===== config.mk =====
export PLATFORM = sky130hd
export DESIGN_NAME = lste_cell
export DESIGN_NICKNAME = d
export VERILOG_FILES = /design/src/rtl/core/assert_macros.svh /design/src/rtl/core/lste_pkg.sv /design/src/rtl/core/lste_cell.sv
export SDC_FILE = /design/constraint.sdc
export NUM_CORES = 1
export LEC_CHECK = 0
export BUFFER_PORTS_ARGS = -buffer_cell sky130_fd_sc_hd__buf_4
export CORE_MARGIN = 2
export CORE_UTILIZATION = 60
export CTS_CLUSTER_DIAMETER = 100
export CTS_CLUSTER_SIZE = 8
export DETAILED_ROUTE_END_ITERATION = 6
export GPL_ROUTABILITY_DRIVEN = 0
export GPL_TIMING_DRIVEN = 1
export PLACE_DENSITY = 0.88
export SLEW_MARGIN = 0
export SYNTH_ARGS = -nofsm -noshare
export SYNTH_HDL_FRONTEND = slang
export SYNTH_SLANG_ARGS = --single-unit

===== constraint.sdc =====
create_clock -name clk_i -period 7.48 [get_ports clk_i]
set_input_delay 0.374 -clock clk_i [delete_from_list [all_inputs] [get_ports clk_i]]
set_output_delay 0.374 -clock clk_i [all_outputs]
set_load 0.02 [all_outputs]

===== src/rtl/core/assert_macros.svh =====
// ----------------------------------------------------------------------------
// assert_macros.svh
// Concurrent assertion shorthands shared by the RTL.
// ----------------------------------------------------------------------------
`ifndef ASSERT_MACROS_SVH
`define ASSERT_MACROS_SVH

// Generic form: explicit clock and active-low reset.
`define ASSERT_AT(name, clk, rst_n, prop, msg) \
  name: assert property (@(posedge clk) disable iff (!rst_n) (prop)) else $error(msg);

// Default form on clk_i / rst_ni.
`define ASSERT_CLK(name, prop, msg) `ASSERT_AT(name, clk_i, rst_ni, prop, msg)

`endif


===== src/rtl/core/lste_pkg.sv =====
// ----------------------------------------------------------------------------
// lste_pkg
// Types, constants and helpers for the LED strip tracer effect.
// ----------------------------------------------------------------------------
`default_nettype none

package lste_pkg;

  localparam int NUM_LEDS_DEF = 32;
  localparam int LED_IDX_W    = 6;
  localparam int CH_W         = 8;
  localparam int CFG_IDX_W    = 3;

  typedef logic [CH_W-1:0] chan_t;

  localparam chan_t CHAN_ON         = 8'd255;
  localparam chan_t RST_STEP_PERIOD = 8'd5;
  localparam chan_t RST_DECAY_STEP  = 8'd3;
  localparam chan_t RST_BACKGROUND  = 8'd2;
  localparam chan_t RST_LED0_DWELL  = 8'd5;
  localparam chan_t RST_LED0_RED    = 8'd200;
  localparam chan_t DWELL_LAST      = 8'd1;

  typedef struct packed {
    chan_t red;
    chan_t green;
    chan_t blue;
  } rgb_t;

  typedef struct packed {
    chan_t step_period;
    chan_t decay_step;
    rgb_t  background;
  } cfg_t;

  // Tracer hand-off from one LED to the next
  typedef struct packed {
    logic valid;
    rgb_t color;
  } hand_t;

  // Sequencer strobes to every cell
  typedef struct packed {
    logic upd;
    logic shift;
  } cell_ctrl_t;

  typedef struct packed {
    logic start_trace;
    logic start_red_on;
    logic start_green_on;
    logic start_blue_on;
  } in_item_t;

  typedef struct packed {
    logic [LED_IDX_W-1:0] led_index;
    chan_t                red;
    chan_t                green;
    chan_t                blue;
    logic                 last_led;
  } out_item_t;

  typedef enum logic [CFG_IDX_W-1:0] {
    CFG_STEP_PERIOD = 3'd0,
    CFG_DECAY_STEP  = 3'd1,
    CFG_BG_RED      = 3'd2,
    CFG_BG_GREEN    = 3'd3,
    CFG_BG_BLUE     = 3'd4
  } cfg_reg_e;

  typedef enum logic {
    ST_IDLE = 1'b0,
    ST_EMIT = 1'b1
  } state_e;

  // Move cur toward target by at most lim, never past target.
  function automatic chan_t fade_toward(chan_t cur, chan_t target, chan_t lim);
    chan_t diff;
    chan_t res;
    if (cur < target) begin
      diff = target - cur;
      res  = (diff > lim) ? chan_t'(cur + lim) : target;
    end else begin
      diff = cur - target;
      res  = (diff > lim) ? chan_t'(cur - lim) : target;
    end
    return res;
  endfunction

endpackage

`default_nettype wire


===== src/rtl/core/lste_cell.sv =====
// ----------------------------------------------------------------------------
// lste_cell
// One LED: countdown, trace color and shown color, with tick update and
// shown-color ring shift.
// ----------------------------------------------------------------------------
`default_nettype none

module lste_cell #(
  parameter lste_pkg::chan_t RST_DWELL = '0,
  parameter lste_pkg::rgb_t  RST_TRACE = '0
) (
  input  wire                  clk_i,
  input  wire                  rst_ni,
  input  lste_pkg::cell_ctrl_t ctrl_i,
  input  lste_pkg::cfg_t       cfg_i,
  input  wire                  load_i,        // new tracer replaces this LED's
  input  lste_pkg::rgb_t       load_color_i,
  input  lste_pkg::hand_t      hand_i,        // from previous LED
  output lste_pkg::hand_t      hand_o,        // to next LED
  input  lste_pkg::rgb_t       shown_i,       // ring input from next LED
  output lste_pkg::rgb_t       shown_o
);
  import lste_pkg::*;

  chan_t dwell_q, dwell_d;
  rgb_t  trace_q, trace_d;
  rgb_t  shown_q, shown_d;
  chan_t eff_dwell;
  rgb_t  eff_trace;

  // State as seen after a possible tracer start
  assign eff_dwell = load_i ? cfg_i.step_period : dwell_q;
  assign eff_trace = load_i ? load_color_i : trace_q;

  assign hand_o.valid = (eff_dwell == DWELL_LAST);
  assign hand_o.color = eff_trace;
  assign shown_o      = shown_q;

  always_comb begin
    dwell_d = dwell_q;
    trace_d = trace_q;
    shown_d = shown_q;
    if (ctrl_i.shift) begin
      shown_d = shown_i;
    end
    if (ctrl_i.upd) begin
      trace_d = eff_trace;
      if (eff_dwell > DWELL_LAST) begin
        dwell_d = eff_dwell - DWELL_LAST;
      end else if (eff_dwell == DWELL_LAST) begin
        shown_d = eff_trace;
        dwell_d = '0;
      end else begin
        shown_d.red   = fade_toward(shown_q.red,   cfg_i.background.red,   cfg_i.decay_step);
        shown_d.green = fade_toward(shown_q.green, cfg_i.background.green, cfg_i.decay_step);
        shown_d.blue  = fade_toward(shown_q.blue,  cfg_i.background.blue,  cfg_i.decay_step);
        dwell_d       = '0;
      end
      // incoming tracer wins over this LED's own outcome
      if (hand_i.valid) begin
        dwell_d = cfg_i.step_period;
        trace_d = hand_i.color;
      end
    end
  end

  always_ff @(posedge clk_i or negedge rst_ni) begin
    if (!rst_ni) begin
      dwell_q <= RST_DWELL;
      trace_q <= RST_TRACE;
      shown_q <= '0;
    end else begin
      dwell_q <= dwell_d;
      trace_q <= trace_d;
      shown_q <= shown_d;
    end
  end

endmodule

`default_nettype wire


# Word-level counts from Yosys, hierarchy flattened
# Index checks and enable logic that the tools add are counted.
[op_classes] n_div=0 bitwise=0 magnitude_cmp=10 n_mux=18 n_mul=0 add_sub_neg=13 eq_ne=1 reduce_logical=0 shifts=0
[op_table] operator="2-to-1 mux 24 bit" count=6
[op_table] operator="2-to-1 mux 8 bit" count=12
[op_table] operator="subtractor 8 bit" count=9
[op_table] operator="> comparator 8 bit" count=6
[op_table] operator="adder 8 bit" count=3
[op_table] operator="less-than comparator 8 bit" count=3
[op_table] operator="equality test 8 x 1 -> 1 bit, second input constant" count=1
[op_table] operator="> comparator 8 x 1 -> 1 bit, second input constant" count=1
[op_table] operator="subtractor 8 x 1 -> 8 bit, second input constant" count=1
[word_totals] out_inout_bits=49 ramBits=0 ff_bits=56 word_cells=49 latch_bits=0 input_bits=118 mem_count=0 rom_bits=0

# Longest topological paths before layout
[logic_depth] word_depth=7 depth_mapped=18 mapped_depth_nobuf=17

# Least setup slack after synthesis
# OpenSTA, ideal clock, no wires.
[synth_timing] kind="flip-flop to flip-flop" startpoint="register shown_q, in the netlist shown_o[9]" endpoint="register shown_q, in the netlist shown_o[11]" path_stages_with_launch=16 t_required_ps=7346 n_path_buf=0 slack_ps=3876 period_less_slack_ps=3604 setup_ps=134 arrival_ps=3469 cell_sequence="dfrtp_1 inv_1 fa_1 a21o_1 a21oi_1 o21bai_1 a21oi_1 xnor2_1 ha_1 nand4_1 nand2b_1 a21oi_1 o21ai_1 and2_1 a2111oi_0 a21oi_1"
[synth_lines] element="start, declared" line_no="lste_cell.sv:27" source="rgb_t shown_q, shown_d;"
[synth_lines] element="start signal, assigned" line_no="lste_cell.sv:75" source="shown_q <= shown_d;"

==> flow_summary.json <==
{
  "status": "finished clean",
  "synthDistinctLibCells": 61,
  "worstPathRequired_ns": 7.66,
  "leakage_nw": 4.65,
  "cts_tree": "yes",
  "cpPeakStageDelay_ns": 0.51,
  "synth-main-ff-cell": "dfrtp_1",
  "grt_max_degree": 57,
  "timing.final.crit_share_pct": 54.8,
  "syn_nets": 1272,
  "diodes": 0,
  "r2r_slack_ns": 3.38,
  "synthArstFlopShare_pct": 100,
  "r2r_cells": 15,
  "postCtsSetupBuffers": 0,
  "regArea_um2": 1400,
  "final_nets": 1405,
  "worstSetupStartpointType": "register",
  "r2r-end": "shown_o[11]$_DFF_PN0_",
  "fin_crit_ns": 4.10,
  "viasPerCell": 6.29,
  "cts-root-buf": "clkbuf_16",
  "die_y_um": 122,
  "cts_max_level": 2,
  "first_pass_iters": 5,
  "drv_slew": 0,
  "die_w_um": 122,
  "initial_core_util_pct": 60.8,
  "critical_path_class": "reg2reg",
  "clk_pin_slew_ns": 0.07,
  "grt_pass1_wl_um": 40200,
  "critPathCaptureType": "register",
  "synthCells": 1008,
  "fmax_mhz": 244,
  "crit_fanout": 10,
  "dieArea_um2": 14900,
  "vdd_drop_max_uv": 126,
  "tightest_slew_ns": 1.23,
  "path_cells": "inv_1 -> fa_1 -> a21o_1 -> a21oi_1 -> o21bai_1 -> a21oi_1 -> xnor2_1 -> ha_1 -> nand4_1 -> nand2b_1 -> a21oi_1 -> o21ai_1 -> and2_1 -> a2111oi_0 -> a21oi_1",
  "io_pins": 167,
  "cp_slowest_cell": "dfrtp_1",
  "hold_viol_final": 0,
  "wl_per_cell_um": 19.2,
  "cts_buffers": 5,
  "avgSynthCellArea_um2": 8.27,
  "area_delta_synth_final_pct": 18.1,
  "synth_seq_cells": 56,
  "ys_warn_count": 0,
  "cts_sinks": 56,
  "ant_nets": 0,
  "grt_pass1_vias": 7937,
  "cts_resized": 0,
  "holdCritPathClass": "in2async",
  "setup_viol": 0,
  "track_usage_pct": 34.2,
  "drc": 0,
  "fill_cells": 1108,
  "p_total_mw": 1.75,
  "coreArea_um2": 13700,
  "drtIter0Drc": 703,
  "gr-total-overflow": 0,
  "critPathBufInv": 1,
  "yosysSeqAreaShare_pct": 16.8,
  "maxCapViolations": 0,
  "syn-cell-area_um2": 8340,
  "antenna_found_initial": 0,
  "multi_input_area_um2": 6440,
  "worstPathArrival_ns": 4.28,
  "clockBufferDepth": 2,
  "drive_gt1_share_pct": 22.9,
  "worstSkewPairLatency_ns": 0.31,
  "r2r-start": "shown_o[9]$_DFF_PN0_",
  "path_common_cell": "a21oi_1",
  "rsz0062_at_grt": "false",
  "dpl.hpwl_um": 19600,
  "io_buffers": 166,
  "routed_wl_um": 25400,
  "num_rows": 43,
  "routed-via-count": 8320,
  "hold_buffers": 0,
  "p_per_area_nw_per_um2": 178,
  "relSlewSlack_pct": 17.9,
  "synth_edf_count": 0,
  "fin_setup_tns_ns": 0,
  "cp_top_family": "compound AO/OA/AOI/OAI gates",
  "fin_worst_skew_ns": 0.00684
}
[cell usage in the layout (no fill, tap or decap), drive strengths merged, types with 4 or more instances in the layout]
master | netlist | layout
a211oi | 10 | 10
a21o | 16 | 16
a21oi | 108 | 108
a22oi | 7 | 7
a31oi | 4 | 4
buf | 10 | 166
clkbuf | 30 | 5
dfrtp | 56 | 56
fa | 12 | 12
ha | 134 | 134
inv | 89 | 90
mux2 | 75 | 75
mux2i | 16 | 16
nand2 | 39 | 39
nand2b | 10 | 10
nand4 | 15 | 15
nor2 | 78 | 78
nor2b | 24 | 24
nor3 | 20 | 20
nor3b | 11 | 11
o211ai | 11 | 11
o21a | 10 | 10
o21ai | 69 | 69
o21bai | 15 | 15
o221ai | 6 | 6
o22a | 5 | 5
o22ai | 24 | 24
o31ai | 5 | 5
xnor2 | 34 | 34
xor2 | 19 | 19
[Yosys cell counts (all sizes together), types with 3 or more instances]
| master | n | area [um2] |
|---|---|---|
| ha | 134 | 1680 |
| a21oi | 108 | 541 |
| inv | 89 | 334 |
| nor2 | 78 | 293 |
| mux2 | 75 | 845 |
| o21ai | 69 | 349 |
| dfrtp | 56 | 1400 |
| nand2 | 39 | 146 |
| xnor2 | 34 | 298 |
| clkbuf | 30 | 113 |
| nor2b | 24 | 150 |
| o22ai | 24 | 150 |
| nor3 | 20 | 105 |
| xor2 | 19 | 166 |
| a21o | 16 | 120 |
| mux2i | 16 | 160 |
| nand4 | 15 | 93.8 |
| o21bai | 15 | 113 |
| fa | 12 | 240 |
| nor3b | 11 | 82.6 |
| o211ai | 11 | 87.6 |
| a211oi | 10 | 75.1 |
| buf | 10 | 53.8 |
| nand2b | 10 | 62.6 |
| o21a | 10 | 75.1 |
| a22oi | 7 | 52.6 |
| o221ai | 6 | 52.6 |
| o22a | 5 | 43.8 |
| o31ai | 5 | 37.5 |
| a31oi | 4 | 25.0 |
| a2111oi | 3 | 32.5 |
| a221oi | 3 | 26.3 |
| a22o | 3 | 26.3 |
| and2 | 3 | 21.3 |
| nand3 | 3 | 15.0 |
| o32ai | 3 | 26.3 |
| or2 | 3 | 18.8 |
| or3 | 3 | 18.8 |
| or4 | 3 | 22.5 |
[worst register-to-register path: stages, from the launching register on]
cell	delay (ns)
dfrtp_1	0.51
inv_1	0.24
fa_1	0.47
a21o_1	0.17
a21oi_1	0.23
o21bai_1	0.09
a21oi_1	0.18
xnor2_1	0.09
ha_1	0.30
nand4_1	0.12
nand2b_1	0.16
a21oi_1	0.29
o21ai_1	0.31
and2_1	0.29
a2111oi_0	0.42
a21oi_1	0.12
[logic make-up (layout without fill, tap and decap cells)]
family / count (synthesis) / after routing / synth area share (%)
and+or+nand+nor: 221 / 221 / 13.1
adders and majority gates: 146 / 146 / 23.0
xor gates and xnor gates: 53 / 53 / 5.57
DFF: 56 / 56 / 16.8
muxes: 93 / 93 / 12.6
AOI/OAI and AO/OA: 310 / 310 / 22.9
buffers and inverters: 129 / 263 / 6.00
[worst max-delay path by stage]
stage	start	cells after the start	slack, ns	end
floorplan	shown_o[9]$_DFF_PN0_	15	3.88	shown_o[11]$_DFF_PN0_
global placement	shown_o[9]$_DFF_PN0_	15	3.63	shown_o[11]$_DFF_PN0_
detailed placement	shown_o[9]$_DFF_PN0_	15	3.52	shown_o[11]$_DFF_PN0_
CTS	shown_o[9]$_DFF_PN0_	15	3.48	shown_o[11]$_DFF_PN0_
global route	shown_o[1]$_DFF_PN0_	15	3.01	shown_o[3]$_DFF_PN0_
finish	shown_o[9]$_DFF_PN0_	15	3.38	shown_o[11]$_DFF_PN0_
[metrics by stage]
stage	instances	setup slack, ns	util [%]	hold WS, ns	cell area (um2)
6_report	1322	3.38	71.7	0.109	9840
5_1_grt	1322	3.01	71.7	0.190	9840
4_1_cts	1322	3.48	71.7	0.159	9840
3_5_place_dp	1314	3.52	70.3	0.483	9650
3_3_place_gp	1314	3.63	70.3	0.485	9650
2_1_floorplan	1008	3.88	-	0.0784	8340
[layer usage]
metal | track usage (%) | share of wire, % | vias to the layer above
met5 | 0 | 0 | -
met4 | 13.9 | 3.9 | 0
met3 | 6.41 | 10 | 92
met2 | 56.3 | 46 | 485
met1 | 44.2 | 40 | 3853
li1 | - | - | 3890
[flip-flops by register name, summed over array words and instances (netlist names)]
name	flops
shown_o	24
trace_q	24
dwell_q	8
[layout make-up]
class	instances	area share, %
multi-input combinational	823	65.4
sequential	56	14.2
timing repair buffer	166	12.7
inverter	89	3.39
tap	180	2.29
clock buffer	5	1.27
clock inverter	3	0.699
[power breakdown]
part	switching, mW	internal [mW]	total, mW
clock	0.124	0.194	0.317
combinational	0.584	0.463	1.05
sequential	0.0444	0.342	0.387
Power figures use the tool's default switching activity.
